### config.mk
export PLATFORM = sky130hd
export DESIGN_NAME = json_string_unescape_decoder_unit_flat
export DESIGN_NICKNAME = d
export VERILOG_FILES = /design/src/hdl/jsud_pkg.sv /design/src/hdl/jsud_if.sv /design/src/hdl/json_string_unescape_decoder_unit.sv /design/src/hdl/jsud_front.sv /design/src/hdl/jsud_cmd_fifo.sv /design/src/hdl/jsud_back.sv /design/src/flat_wrapper.sv
export SDC_FILE = /design/constraint.sdc
export NUM_CORES = 1
export LEC_CHECK = 0
export BUFFER_PORTS_ARGS = -buffer_cell sky130_fd_sc_hd__buf_2
export CORE_ASPECT_RATIO = 0.8
export CORE_UTILIZATION = 40
export CTS_BUF_LIST = sky130_fd_sc_hd__clkbuf_4 sky130_fd_sc_hd__clkbuf_8 sky130_fd_sc_hd__clkbuf_16
export DETAILED_ROUTE_END_ITERATION = 12
export PLACE_DENSITY = 0.58
export SLEW_MARGIN = 40
export SYNTH_ARGS = -nofsm -noshare
export SYNTH_HDL_FRONTEND = slang
export SYNTH_HIERARCHICAL = 1
export SYNTH_SLANG_ARGS = --single-unit
### constraint.sdc
create_clock -name clk_i -period 3.05 [get_ports clk_i]
set_input_delay 0.305 -clock clk_i [delete_from_list [all_inputs] [get_ports clk_i]]
set_output_delay 0.305 -clock clk_i [all_outputs]
set_load 0.005 [all_outputs]
### src/hdl/jsud_pkg.sv
package jsud_pkg;

  // Byte values of interest in the source text
  localparam logic [7:0] CHAR_QUOTE     = 8'h22;
  localparam logic [7:0] CHAR_BACKSLASH = 8'h5c;
  localparam logic [7:0] CHAR_SLASH     = 8'h2f;
  localparam logic [7:0] CHAR_LOWER_B   = 8'h62;
  localparam logic [7:0] CHAR_LOWER_F   = 8'h66;
  localparam logic [7:0] CHAR_LOWER_N   = 8'h6e;
  localparam logic [7:0] CHAR_LOWER_R   = 8'h72;
  localparam logic [7:0] CHAR_LOWER_T   = 8'h74;
  localparam logic [7:0] CHAR_LOWER_U   = 8'h75;

  // UTF-8 encoding constants
  localparam logic [15:0] CODE_ONE_LIMIT = 16'h0080;
  localparam logic [15:0] CODE_TWO_LIMIT = 16'h0800;
  localparam logic [7:0]  LEAD_TWO       = 8'hc0;
  localparam logic [7:0]  LEAD_THREE     = 8'he0;
  localparam logic [7:0]  CONT_MARK      = 8'h80;
  localparam logic [5:0]  CONT_MASK      = 6'h3f;

  localparam int unsigned QueueDepth = 2;
  localparam int unsigned QueuePtrW  = $clog2(QueueDepth);
  localparam int unsigned QueueCntW  = $clog2(QueueDepth + 1);

  typedef enum logic [1:0] {
    EV_BYTE  = 2'd0,
    EV_DONE  = 2'd1,
    EV_ERROR = 2'd2
  } event_e;

  typedef enum logic [2:0] {
    ERR_NONE           = 3'd0,
    ERR_NO_OPEN_QUOTE  = 3'd1,
    ERR_UNTERM_STRING  = 3'd2,
    ERR_UNTERM_ESCAPE  = 3'd3,
    ERR_SHORT_UNICODE  = 3'd4,
    ERR_BAD_HEX        = 3'd5,
    ERR_UNKNOWN_ESCAPE = 3'd6
  } error_e;

  // Parser state, one-hot
  typedef enum logic [3:0] {
    MODE_IDLE   = 4'b0001,
    MODE_STRING = 4'b0010,
    MODE_ESCAPE = 4'b0100,
    MODE_HEX    = 4'b1000
  } mode_e;

  // One command from the parser to the output expander
  typedef struct packed {
    logic [1:0]  count;  // number of results, 1 to 3
    logic [15:0] code;   // byte value or code point
    event_e      ev;
    error_e      err;
  } cmd_t;

  typedef struct packed {
    logic       ok;
    logic [3:0] value;
  } hex_t;

  typedef struct packed {
    logic       ok;
    logic [7:0] value;
  } esc_t;

  function automatic hex_t hex_decode(input logic [7:0] c);
    hex_t r;
    r.ok    = 1'b1;
    r.value = 4'd0;
    if (c inside {[8'h30:8'h39]}) begin
      r.value = c[3:0];
    end else if (c inside {[8'h41:8'h46], [8'h61:8'h66]}) begin
      r.value = c[3:0] + 4'd9;
    end else begin
      r.ok = 1'b0;
    end
    return r;
  endfunction

  function automatic esc_t escape_decode(input logic [7:0] c);
    esc_t r;
    r.ok = 1'b1;
    case (c)
      CHAR_QUOTE:     r.value = CHAR_QUOTE;
      CHAR_BACKSLASH: r.value = CHAR_BACKSLASH;
      CHAR_SLASH:     r.value = CHAR_SLASH;
      CHAR_LOWER_B:   r.value = 8'h08;
      CHAR_LOWER_F:   r.value = 8'h0c;
      CHAR_LOWER_N:   r.value = 8'h0a;
      CHAR_LOWER_R:   r.value = 8'h0d;
      CHAR_LOWER_T:   r.value = 8'h09;
      default: begin
        r.ok    = 1'b0;
        r.value = 8'h00;
      end
    endcase
    return r;
  endfunction

endpackage

### src/hdl/jsud_if.sv
interface jsud_in_if;
  logic       valid;
  logic       ready;
  logic [7:0] in_byte;
  logic       end_of_source;

  modport source (output valid, output in_byte, output end_of_source, input ready);
  modport sink (input valid, input in_byte, input end_of_source, output ready);
endinterface

interface jsud_out_if;
  logic       valid;
  logic       ready;
  logic [7:0] byte_out;
  logic [1:0] event_res;
  logic [2:0] error_code;
  logic       last_of_run;

  modport source (output valid, output byte_out, output event_res, output error_code,
                  output last_of_run, input ready);
  modport sink (input valid, input byte_out, input event_res, input error_code,
                input last_of_run, output ready);
endinterface

### src/hdl/json_string_unescape_decoder_unit.sv
// JSON string unescape decoder. Bytes of a quoted JSON string enter on in_i,
// starting with the opening quote; decoded bytes, a done event at the closing
// quote, or an error event leave on out_o, one result per transfer, with
// last_of_run marking the final result caused by an input byte. The input side
// takes one byte per cycle whenever the two-entry command queue between the
// parser and the output expander has room; the output side gives one result
// per cycle while the receiver is ready, and a \u escape that expands to three
// UTF-8 bytes still arrives as six input bytes. Sustained throughput is
// therefore one input byte per cycle while the queue has room and the receiver
// is ready, set by the single parser stage and the one-result-per-cycle output
// register; an accepted byte's first result is registered in the queue and then in the output register.
module json_string_unescape_decoder_unit (
  input  logic              clk_i,
  input  logic              rst_ni,
  jsud_in_if.sink           in_i,
  jsud_out_if.source        out_o
);
  import jsud_pkg::*;

  // Commands from the parser into the queue
  logic cmd_push;
  cmd_t cmd_in;
  logic cmd_full;

  // Queue head towards the expander
  logic cmd_valid;
  cmd_t cmd_head;
  logic cmd_pop;

  // The parser classifies each byte and pushes at most one command, which
  // describes every result that byte causes.
  jsud_front u_front (
    .clk_i           (clk_i),
    .rst_ni          (rst_ni),
    .in_valid_i      (in_i.valid),
    .in_ready_o      (in_i.ready),
    .in_byte_i       (in_i.in_byte),
    .end_of_source_i (in_i.end_of_source),
    .cmd_full_i      (cmd_full),
    .cmd_push_o      (cmd_push),
    .cmd_o           (cmd_in)
  );

  // A short queue so that a stalled output does not immediately stop input.
  jsud_cmd_fifo u_cmd_fifo (
    .clk_i      (clk_i),
    .rst_ni     (rst_ni),
    .push_i     (cmd_push),
    .push_cmd_i (cmd_in),
    .full_o     (cmd_full),
    .pop_i      (cmd_pop),
    .valid_o    (cmd_valid),
    .head_o     (cmd_head)
  );

  // The expander turns each command into one to three registered results.
  jsud_back u_back (
    .clk_i         (clk_i),
    .rst_ni        (rst_ni),
    .cmd_valid_i   (cmd_valid),
    .cmd_i         (cmd_head),
    .cmd_pop_o     (cmd_pop),
    .out_valid_o   (out_o.valid),
    .out_ready_i   (out_o.ready),
    .byte_out_o    (out_o.byte_out),
    .event_res_o   (out_o.event_res),
    .error_code_o  (out_o.error_code),
    .last_of_run_o (out_o.last_of_run)
  );

endmodule

### src/hdl/jsud_front.sv
module jsud_front (
  input  logic            clk_i,
  input  logic            rst_ni,
  input  logic            in_valid_i,
  output logic            in_ready_o,
  input  logic [7:0]      in_byte_i,
  input  logic            end_of_source_i,
  input  logic            cmd_full_i,
  output logic            cmd_push_o,
  output jsud_pkg::cmd_t  cmd_o
);
  import jsud_pkg::*;

  mode_e       mode_q, mode_d;
  logic [1:0]  hex_cnt_q, hex_cnt_d;
  logic [11:0] acc_q, acc_d;
  logic        accept;
  logic        err_hit;
  error_e      err_val;
  hex_t        hex;
  esc_t        esc;
  logic [15:0] code;

  assign in_ready_o = !cmd_full_i;
  assign accept     = in_valid_i && !cmd_full_i;
  assign hex        = hex_decode(in_byte_i);
  assign esc        = escape_decode(in_byte_i);
  assign code       = {acc_q, hex.value};

  always_comb begin
    mode_d     = mode_q;
    hex_cnt_d  = hex_cnt_q;
    acc_d      = acc_q;
    cmd_push_o = 1'b0;
    err_hit    = 1'b0;
    err_val    = ERR_NONE;
    cmd_o      = '{count: 2'd1, code: 16'h0000, ev: EV_BYTE, err: ERR_NONE};
    if (accept) begin
      if (end_of_source_i) begin
        err_hit = 1'b1;
        case (mode_q)
          MODE_IDLE:   err_val = ERR_NO_OPEN_QUOTE;
          MODE_STRING: err_val = ERR_UNTERM_STRING;
          MODE_ESCAPE: err_val = ERR_UNTERM_ESCAPE;
          default:     err_val = ERR_SHORT_UNICODE;
        endcase
      end else begin
        case (mode_q)
          MODE_IDLE: begin
            if (in_byte_i == CHAR_QUOTE) begin
              mode_d = MODE_STRING;
            end else begin
              err_hit = 1'b1;
              err_val = ERR_NO_OPEN_QUOTE;
            end
          end
          MODE_STRING: begin
            if (in_byte_i == CHAR_QUOTE) begin
              mode_d     = MODE_IDLE;
              cmd_push_o = 1'b1;
              cmd_o.ev   = EV_DONE;
            end else if (in_byte_i == CHAR_BACKSLASH) begin
              mode_d = MODE_ESCAPE;
            end else begin
              cmd_push_o = 1'b1;
              cmd_o.code = {8'h00, in_byte_i};
            end
          end
          MODE_ESCAPE: begin
            if (in_byte_i == CHAR_LOWER_U) begin
              mode_d    = MODE_HEX;
              hex_cnt_d = 2'd0;
              acc_d     = 12'h000;
            end else if (esc.ok) begin
              mode_d     = MODE_STRING;
              cmd_push_o = 1'b1;
              cmd_o.code = {8'h00, esc.value};
            end else begin
              err_hit = 1'b1;
              err_val = ERR_UNKNOWN_ESCAPE;
            end
          end
          MODE_HEX: begin
            if (!hex.ok) begin
              err_hit = 1'b1;
              err_val = ERR_BAD_HEX;
            end else if (hex_cnt_q != 2'd3) begin
              acc_d     = {acc_q[7:0], hex.value};
              hex_cnt_d = hex_cnt_q + 2'd1;
            end else begin
              mode_d     = MODE_STRING;
              hex_cnt_d  = 2'd0;
              acc_d      = 12'h000;
              cmd_push_o = 1'b1;
              cmd_o.code = code;
              if (code < CODE_ONE_LIMIT) begin
                cmd_o.count = 2'd1;
              end else if (code < CODE_TWO_LIMIT) begin
                cmd_o.count = 2'd2;
              end else begin
                cmd_o.count = 2'd3;
              end
            end
          end
          default: mode_d = MODE_IDLE;
        endcase
      end
      if (err_hit) begin
        mode_d     = MODE_IDLE;
        hex_cnt_d  = 2'd0;
        acc_d      = 12'h000;
        cmd_push_o = 1'b1;
        cmd_o      = '{count: 2'd1, code: 16'h0000, ev: EV_ERROR, err: err_val};
      end
    end
  end

  always_ff @(posedge clk_i or negedge rst_ni) begin
    if (!rst_ni) begin
      mode_q    <= MODE_IDLE;
      hex_cnt_q <= 2'd0;
      acc_q     <= 12'h000;
    end else begin
      mode_q    <= mode_d;
      hex_cnt_q <= hex_cnt_d;
      acc_q     <= acc_d;
    end
  end

endmodule

### src/hdl/jsud_cmd_fifo.sv
module jsud_cmd_fifo (
  input  logic            clk_i,
  input  logic            rst_ni,
  input  logic            push_i,
  input  jsud_pkg::cmd_t  push_cmd_i,
  output logic            full_o,
  input  logic            pop_i,
  output logic            valid_o,
  output jsud_pkg::cmd_t  head_o
);
  import jsud_pkg::*;

  cmd_t                 mem_q [QueueDepth];
  logic [QueuePtrW-1:0] wr_ptr_q, rd_ptr_q;
  logic [QueueCntW-1:0] cnt_q;
  logic                 do_push, do_pop;

  assign full_o  = (cnt_q == QueueCntW'(QueueDepth));
  assign valid_o = (cnt_q != '0);
  assign head_o  = mem_q[rd_ptr_q];
  assign do_push = push_i && !full_o;
  assign do_pop  = pop_i && valid_o;

  always_ff @(posedge clk_i) begin
    if (do_push) begin
      mem_q[wr_ptr_q] <= push_cmd_i;
    end
  end

  always_ff @(posedge clk_i or negedge rst_ni) begin
    if (!rst_ni) begin
      wr_ptr_q <= '0;
      rd_ptr_q <= '0;
      cnt_q    <= '0;
    end else begin
      if (do_push) begin
        wr_ptr_q <= (wr_ptr_q == QueuePtrW'(QueueDepth - 1)) ? '0 : wr_ptr_q + 1'b1;
      end
      if (do_pop) begin
        rd_ptr_q <= (rd_ptr_q == QueuePtrW'(QueueDepth - 1)) ? '0 : rd_ptr_q + 1'b1;
      end
      if (do_push && !do_pop) begin
        cnt_q <= cnt_q + 1'b1;
      end else if (do_pop && !do_push) begin
        cnt_q <= cnt_q - 1'b1;
      end
    end
  end

endmodule

### src/hdl/jsud_back.sv
module jsud_back (
  input  logic            clk_i,
  input  logic            rst_ni,
  input  logic            cmd_valid_i,
  input  jsud_pkg::cmd_t  cmd_i,
  output logic            cmd_pop_o,
  output logic            out_valid_o,
  input  logic            out_ready_i,
  output logic [7:0]      byte_out_o,
  output logic [1:0]      event_res_o,
  output logic [2:0]      error_code_o,
  output logic            last_of_run_o
);
  import jsud_pkg::*;

  logic [1:0] idx_q;
  logic       valid_q;
  logic [7:0] byte_q, byte_d;
  logic [1:0] event_q;
  logic [2:0] error_q;
  logic       last_q, last_d;
  logic       load;

  assign load      = cmd_valid_i && (!valid_q || out_ready_i);
  assign last_d    = (idx_q == cmd_i.count - 2'd1);
  assign cmd_pop_o = load && last_d;

  // Pick the UTF-8 byte for the current position within the command
  always_comb begin
    byte_d = 8'h00;
    if (cmd_i.ev == EV_BYTE) begin
      case (cmd_i.count)
        2'd2: begin
          if (idx_q == 2'd0) begin
            byte_d = LEAD_TWO | {3'b000, cmd_i.code[10:6]};
          end else begin
            byte_d = CONT_MARK | {2'b00, cmd_i.code[5:0] & CONT_MASK};
          end
        end
        2'd3: begin
          case (idx_q)
            2'd0:    byte_d = LEAD_THREE | {4'h0, cmd_i.code[15:12]};
            2'd1:    byte_d = CONT_MARK | {2'b00, cmd_i.code[11:6] & CONT_MASK};
            default: byte_d = CONT_MARK | {2'b00, cmd_i.code[5:0] & CONT_MASK};
          endcase
        end
        default: byte_d = cmd_i.code[7:0];
      endcase
    end
  end

  always_ff @(posedge clk_i or negedge rst_ni) begin
    if (!rst_ni) begin
      valid_q <= 1'b0;
      idx_q   <= 2'd0;
    end else begin
      if (load) begin
        valid_q <= 1'b1;
        idx_q   <= last_d ? 2'd0 : idx_q + 2'd1;
      end else if (out_ready_i) begin
        valid_q <= 1'b0;
      end
    end
  end

  always_ff @(posedge clk_i) begin
    if (load) begin
      byte_q  <= byte_d;
      event_q <= cmd_i.ev;
      error_q <= cmd_i.err;
      last_q  <= last_d;
    end
  end

  assign out_valid_o   = valid_q;
  assign byte_out_o    = byte_q;
  assign event_res_o   = event_q;
  assign error_code_o  = error_q;
  assign last_of_run_o = last_q;

endmodule

### src/flat_wrapper.sv
// flat-port wrapper written by rule: the top's interface ports become plain ports
module json_string_unescape_decoder_unit_flat import jsud_pkg::*;
  (clk_i, rst_ni, in_i_valid, in_i_in_byte, in_i_end_of_source, in_i_ready, out_o_valid, out_o_byte_out, out_o_event_res, out_o_error_code, out_o_last_of_run, out_o_ready);
  jsud_in_if in_i_i ();
  jsud_out_if out_o_i ();
  input  logic clk_i;
  input  logic rst_ni;
  input wire logic [$bits(in_i_i.valid)-1:0] in_i_valid;
  input wire logic [$bits(in_i_i.in_byte)-1:0] in_i_in_byte;
  input wire logic [$bits(in_i_i.end_of_source)-1:0] in_i_end_of_source;
  output wire logic [$bits(in_i_i.ready)-1:0] in_i_ready;
  output wire logic [$bits(out_o_i.valid)-1:0] out_o_valid;
  output wire logic [$bits(out_o_i.byte_out)-1:0] out_o_byte_out;
  output wire logic [$bits(out_o_i.event_res)-1:0] out_o_event_res;
  output wire logic [$bits(out_o_i.error_code)-1:0] out_o_error_code;
  output wire logic [$bits(out_o_i.last_of_run)-1:0] out_o_last_of_run;
  input wire logic [$bits(out_o_i.ready)-1:0] out_o_ready;
  assign in_i_i.valid = in_i_valid;
  assign in_i_i.in_byte = in_i_in_byte;
  assign in_i_i.end_of_source = in_i_end_of_source;
  assign in_i_ready = in_i_i.ready;
  assign out_o_valid = out_o_i.valid;
  assign out_o_byte_out = out_o_i.byte_out;
  assign out_o_event_res = out_o_i.event_res;
  assign out_o_error_code = out_o_i.error_code;
  assign out_o_last_of_run = out_o_i.last_of_run;
  assign out_o_i.ready = out_o_ready;
  json_string_unescape_decoder_unit u_core (.clk_i(clk_i), .rst_ni(rst_ni), .in_i(in_i_i), .out_o(out_o_i));
endmodule
After elaboration in Yosys (flattened, before gate mapping)
Memories as Yosys holds them, arrays and structs flattened. Cells that the tools add are included.

$add $sub $neg: 8. $lt $le $gt $ge: 8. Equality and inequality tests: 26. Multiplexer cells: 79. Reduce and logical (&&, ||, !) cells: 25.

Operators by type and width (number): $mux 12 (5); $eq 8x7->1 const B (7); $pmux 7 s8 (1); $pmux 16 s3 (1); $mux 23 (2); $mux 4 (11); $mux 18 (2); $mux 8 (4); $mux 1 (27); $pmux 12 s2 (1); $mux 2 (11); $mux 20 (1); $pmux 3 s3 (2); $eq 8x6->1 const B (2); $ge 8x7->1 const B (2); $le 8x7->1 const B (2); $lt 16x12->1 const B (1); $lt 16x8->1 const B (1); $pmux 4 s4 (1); $pmux 8 s2 (1); $pmux 7 s2 (1); $mux 3 (4); $ne 3x3->1 const B (4); $logic_and 1x1->1 (10); 27 further kinds (42).

Bits in registers: 39. Bits in writable memories: 46. Input port bits: 13. Output and inout bits: 16. Word-level logic and storage cells: 159. Memories kept: 1.

Memory list: u_core.u_cmd_fifo.mem_q (words 2, bits a word 23, read ports 1, clocked after memory_dff 0, wr ports 1, RTL line jsud_cmd_fifo.sv:13) `cmd_t mem_q [QueueDepth];`.

Depth between registers and ports, before layout
Depth in word-level cells: 16. Mapped depth: 14. Mapped depth without buffers: 14.

Cells and area by module
Netlist, hierarchy kept.

Modules (own cells, without submodules): jsud_cmd_fifo (times used 1, cells each 91, area each 1963.1 sq um, sequential area each 1481.4 sq um); jsud_front (times used 1, cells each 203, area each 1746.7 sq um, sequential area each 451.7 sq um); jsud_back (times used 1, cells each 87, area each 1049.8 sq um, sequential area each 495.5 sq um).

Least setup slack after synthesis
Ideal clock, no wire load.

Kind: input port to flip-flop. From: input port in_i_in_byte[0]. To: memory u_core/u_cmd_fifo/mem_q[0][0] (netlist bit), enable pin. Library setup time: 403 ps. Arrival: 3069 ps. Required time: 2647 ps. Path slack: -422 ps. Stages: 10. Buffers on the path: 0. Path through: inv_1 ha_1 a21boi_0 a311oi_1 or4_4 o31ai_4 and2_1 a21o_1 nand2_1 nor2_1.

Word-level cells in the longest chain between the ends: 14. Elaborated cells between the ends (all ways): 42. Classes of those cells: order compare (6); eq/ne (9); mux (21); reduce/logical (6).

Ends and longest elaborated chain: start, declared (RTL line flat_wrapper.sv:9) `input wire logic [$bits(in_i_i.in_byte)-1:0] in_i_in_byte;`; $ge 8x7->1 or $le 8x7->1 (tied branches) (RTL line jsud_pkg.sv:74) `end else if (c inside {[8'h41:8'h46], [8'h61:8'h66]}) begin`; $logic_and 1x1->1 (RTL line jsud_pkg.sv:74); $reduce_bool 2->1 (RTL line jsud_pkg.sv:74); $mux 1 (RTL line jsud_pkg.sv:74); $mux 1 (RTL line jsud_pkg.sv:72) `if (c inside {[8'h30:8'h39]}) begin`; $mux 1 (RTL line jsud_front.sv:84) `if (!hex.ok) begin`; $pmux 1 s3 (RTL line jsud_front.sv:48) `case (mode_q)`; $mux 1 (RTL line jsud_front.sv:39) `if (end_of_source_i) begin`; $mux 1 (RTL line jsud_front.sv:38) `if (accept) begin`; $mux 1 * (RTL line jsud_front.sv:108) `if (err_hit) begin`; $mux 1 * (RTL line jsud_front.sv:38); net u_core.cmd_push (RTL line json_string_unescape_decoder_unit.sv:21) `logic cmd_push;`; $logic_and 1x1->1 * (RTL line jsud_cmd_fifo.sv:21) `assign do_push = push_i && !full_o;`; $mux 1 * (RTL line jsud_cmd_fifo.sv:25) `if (do_push) begin`; $mux 1 (implied by the code) * (RTL line jsud_cmd_fifo.sv:26) `mem_q[wr_ptr_q] <= push_cmd_i;`; end, declared (RTL line jsud_cmd_fifo.sv:13).

Mark *: on every way through the listed nets, which the timed path passes. The rest lies on a longest branch. The select of a mux whose other input is x is not followed.

Worst setup path in the final report
From: input port in_i_in_byte[0]. To: register u_core.u_cmd_fifo.cnt_q[1].

Word-level cells in the longest chain between the ends: 15. Elaborated cells between the ends (all ways): 45. Classes of those cells: order compare (6); eq/ne (9); mux (20); reduce/logical (10).

Ends and longest elaborated chain: $ge 8x7->1 or $le 8x7->1 (tied branches) (RTL line jsud_pkg.sv:74); $logic_and 1x1->1 (RTL line jsud_pkg.sv:74); $reduce_bool 2->1 (RTL line jsud_pkg.sv:74); $mux 1 (RTL line jsud_pkg.sv:74); $mux 1 (RTL line jsud_pkg.sv:72); $mux 1 (RTL line jsud_front.sv:84); $pmux 1 s3 (RTL line jsud_front.sv:48); $mux 1 (RTL line jsud_front.sv:39); $mux 1 (RTL line jsud_front.sv:38); $mux 1 * (RTL line jsud_front.sv:108); $mux 1 * (RTL line jsud_front.sv:38); net u_core.cmd_push (RTL line json_string_unescape_decoder_unit.sv:21); $logic_and 1x1->1 * (RTL line jsud_cmd_fifo.sv:21); $logic_not 1->1 (RTL line jsud_cmd_fifo.sv:44) `end else if (do_pop && !do_push) begin`; $logic_and 1x1->1 (RTL line jsud_cmd_fifo.sv:44); $reduce_bool 2->1 (no source line); end signal, assigned (RTL line jsud_cmd_fifo.sv:43) `cnt_q <= cnt_q + 1'b1;`; end signal, assigned (RTL line jsud_cmd_fifo.sv:45) `cnt_q <= cnt_q - 1'b1;`; end, declared (RTL line jsud_cmd_fifo.sv:15) `logic [QueueCntW-1:0] cnt_q;`.

Marked as above. A chain may end at the register's enable or synchronous reset.

==> run summary <==
==================================================================================
Final Cycle Share ...................................................        0.914
Vias in the first global route ......................................        3,035
Reg area ............................................................  0.00243 mm²
Total nets after synthesis ..........................................          405
Final Worst Setup Slack .............................................     0.263 ns
Post-Syn Area per Cell ..............................................     12.5 µm²
Final worst path period need ........................................      2.79 ns
Number of endpoints with negative hold slack in the final report ....           12
Yosys warnings ......................................................            6
Dominant cell type by area after synthesis ..........................     edfxtp_1
Final antenna diode count ...........................................            0
DRC violation count after routing ...................................            0
Type of the setup path with the least slack ......................... input port to flop
Area growth from synthesis to layout ................................        12.0%
Iteration-0 DRC count of the detailed router ........................          206
Number of enable flip-flop cells after synthesis ....................           60
Worst reg2reg endpoint .............................................. u_core/u_cmd_fifo/cnt_q[1]
CTS Root Cell .......................................................    clkbuf_16
Hold Crit Class ..................................................... input port to asynchronous set/reset pin
Clk slew on worst S/H paths .........................................      0.07 ns
Failing checks ......................................................  hold timing
Leakage power of the design .........................................   0.00206 µW
Synthesized netlist cell count ......................................          381
Seq cells post-synth ................................................           85
Total global routing overflow .......................................            0
Number of failing setup endpoints in the final timing report ........            0
Total of buffers placed on input and output ports ...................           28
Run status .......................................................... finished with violations
Series of cell instances along the critical path .................... buf_2 -> inv_1 -> ha_1 -> nand2b_1 -> a211oi_2 -> or4_4 -> nor2_4 -> o221ai_1 -> a21o_1 -> nand2_1 -> inv_1 -> ha_1 -> xor2_1 -> nor2_1 -> xor2_1
RD Place Congestion .................................................        0.896
Crit path arrival time ..............................................      3.05 ns
Endpoint kind of the worst setup timing path ........................         flop
Slew at the pin closest to its max-slew limit .......................     0.732 ns
Total Nets Final ....................................................          436
Worst reg2reg setup slack ...........................................      0.28 ns
Reg-to-reg startpoint ............................................... u_core/u_front/mode_q[3]
Final cell utilization of the core ..................................        0.461
Max capacitance violation total .....................................            0
Die Height ..........................................................      99.6 µm
CTS max path bufs ...................................................            2
Number of hold buffers added after CTS ..............................            0
Fill cells ..........................................................        1,081
Master of the slowest instance on the critical path .................        or4_4
DP HPWL .............................................................      7060 µm
Primary flip-flop cell chosen by synthesis mapping ..................     edfxtp_1
Share of final-layout standard cells stronger than drive strength 1 .        0.281
Number of vias after detailed routing ...............................        3,153
Initial core utilization ............................................        0.412
Num Clock Sinks .....................................................           85
Die footprint .......................................................   0.0123 mm²
Standard-cell rows ..................................................           35
Insertion delay to the later sink of the worst-skew pair ............      0.33 ns
Sequential cell area fraction in the yosys report ...................        0.510
Antenna violations before repair ....................................            0
Maximum ir drop on the vdd rail .....................................     0.380 mV
Via-to-Cell Ratio ...................................................         5.58
Worst Setup Slack post-DPL ..........................................   -0.0391 ns
Fraction of post-synthesis cell area in the top cell type by area ...        0.379
Library cells used by synthesis .....................................           84
Upper clock frequency limit .........................................      359 MHz
Number of I/O pins ..................................................           29
Drt first pass iters ................................................            6
Combined area of the multi-input logic cells ........................  0.00212 mm²
Worst EP required ...................................................      3.31 ns
Biggest fanout along the worst timing path ..........................            8
Placeable core area .................................................   0.0116 mm²
Setup crit start kind ...............................................   input port
Setup repair after global routing missed its margin .................        false
Post-DRT Antenna Nets ...............................................            0
Die Span X ..........................................................       124 µm
Max-slew headroom at the worst pin ..................................        0.511
Peak per-stage delay on the critical path ...........................      0.60 ns
First-pass GRT wire length ..........................................    16,300 µm
Routed Wire Length ..................................................      9910 µm
Total routing resource utilization after global routing .............        0.173
Worst setup skew after layout .......................................   0.00909 ns
Maximum number of pins on one net before global-route repair ........           26
Hold Slack ..........................................................   -0.0117 ns
Number of buffers inserted during clock tree synthesis ..............            9
Largest cells by area after synthesis ............................... edfxtp_1, dfrtp_1, mux2_4
Synth async-reset ratio .............................................        0.294
Number of H-tree levels .............................................            3
Average wire per standard cell ......................................      17.5 µm
Pwr Density .........................................................   828 mW/mm²
Cell depth of the worst flop-to-flop path ...........................           11
CTS tree ............................................................          yes
Synthesized area ....................................................  0.00476 mm²
Number of slew-limit violations in the final report .................            0
==================================================================================
registers in the layout, summed over array words and instances (netlist names):
name and cells:
u_core/u_cmd_fifo/mem_q 46, u_core/u_front/acc_q 12, u_core/u_back/byte_out_o 8, u_core/u_front/mode_q 4, u_core/u_back/error_code_o 3, u_core/u_back/event_res_o 2, u_core/u_back/idx_q 2, u_core/u_cmd_fifo/cnt_q 2
u_core/u_front/hex_cnt_q 2, u_core/u_back/last_of_run_o 1, u_core/u_back/out_valid_o 1, u_core/u_cmd_fifo/rd_ptr_q 1, u_core/u_cmd_fifo/wr_ptr_q 1
cells by family (layout without fill, tap and decap cells):
| family | after synthesis | after routing | share of synthesized area |
|---|---|---|---|
| buffers and inverters | 34 | 70 | 0.0471 |
| adders and majority gates | 11 | 11 | 0.0289 |
| xor gates and xnor gates | 9 | 9 | 0.0166 |
| muxes | 30 | 30 | 0.0881 |
| DFF | 85 | 85 | 0.510 |
| and+or+nand+nor | 108 | 108 | 0.143 |
| AOI/OAI and AO/OA | 104 | 104 | 0.166 |
critical path: cells and delay by family:
| kind | cells | cell delay, ns |
|---|---|---|
| buf+inv | 3 | 0.33 |
| xor+xnor | 2 | 0.30 |
| compound gates | 3 | 0.45 |
| fa+ha+maj | 2 | 0.46 |
| simple gates | 5 | 1.19 |
where the power goes:
part | total, µW | leakage (µW) | switching, µW | internal (µW)
registers | 1730 | 0.000900 | 117 | 1610
clock network | 1030 | 0.000133 | 464 | 562
logic | 1660 | 0.00103 | 874 | 783
synthesized netlist by cell type (4+ instances only):
cell type   n
xor2_1      4
buf_6       6
a22o_1     12
mux2_2      7
and2_1     14
o21ai_0    14
dfrtp_1    24
o31a_1      5
and3_1      4
a22oi_1     7
buf_2       7
inv_1      11
xnor2_1     5
nand2_1    16
edfxtp_1   60
nand2b_1    6
nor2_1     21
mux2_4     22
a22o_2      4
nor4b_2     4
ha_1       11
nand3_1     6
nor2b_1     4
o21ai_1     6
a21oi_1    19
metrics by stage:
stage | cells | setup TNS (ns) | power (µW) | cell area [µm²]
final | 565 | 0 | 4410 | 5330
after global routing | 565 | 0 | 4690 | 5330
after detailed placement | 549 | -0.0391 | 3410 | 5040
after floorplan | 381 | 0 | 3090 | 4770
after global placement | 549 | 0 | 3400 | 5040
after CTS | 565 | 0 | 4460 | 5320
final cells by class:
type                    count  area share
clock buffers               9      0.0423
clock inverters             7      0.0103
inverters                  13     0.00939
multi-input cells         262       0.398
flip-flops and latches     85       0.456
well taps                 148      0.0348
repair buffers             41      0.0493
worst max-delay path by stage:
stage | from | endpoint | slack (ns) | cells after the start
after floorplan | in_i_in_byte[0] | u_core/u_cmd_fifo/mem_q[1][0] | 0.04 | 9
after global placement | in_i_in_byte[0] | u_core/u_cmd_fifo/cnt_q[1] | 0.07 | 14
after detailed placement | in_i_in_byte[0] | u_core/u_cmd_fifo/cnt_q[1] | -0.04 | 15
after CTS | u_core/u_front/mode_q[0] | u_core/u_cmd_fifo/cnt_q[1] | 0.20 | 12
after global routing | u_core/u_front/mode_q[3] | u_core/u_cmd_fifo/cnt_q[1] | 0.05 | 11
final | in_i_in_byte[0] | u_core/u_cmd_fifo/cnt_q[1] | 0.26 | 15
repair_timing:
action	in CTS	in global routing
endpoints found under the hold margin	0	0
setup buffers	0	0
resized for setup	0	1
endpoints found under the setup margin	0	1
placed cells by master, fill, tap and decap left out, drive strengths merged, types with 8 or more instances in the layout:
cell type / instances
a21oi: 20
a22o: 16
a22oi: 8
and2: 15
buf: 41
clkbuf: 9
dfrtp: 24
edfxtp: 60
ha: 11
inv: 16
mux2: 29
nand2: 17
nor2: 25
o21ai: 20
routing by layer:
layer | vias to the layer above | part of all wire | global-route usage
li1 | 1525 | - | -
met1 | 1530 | 0.50 | 0.254
met2 | 88 | 0.44 | 0.255
met3 | 10 | 0.047 | 0.0436
met4 | 0 | 0.0094 | 0.0421
met5 | - | 0 | 0
(Power assumes the default switching activity.)
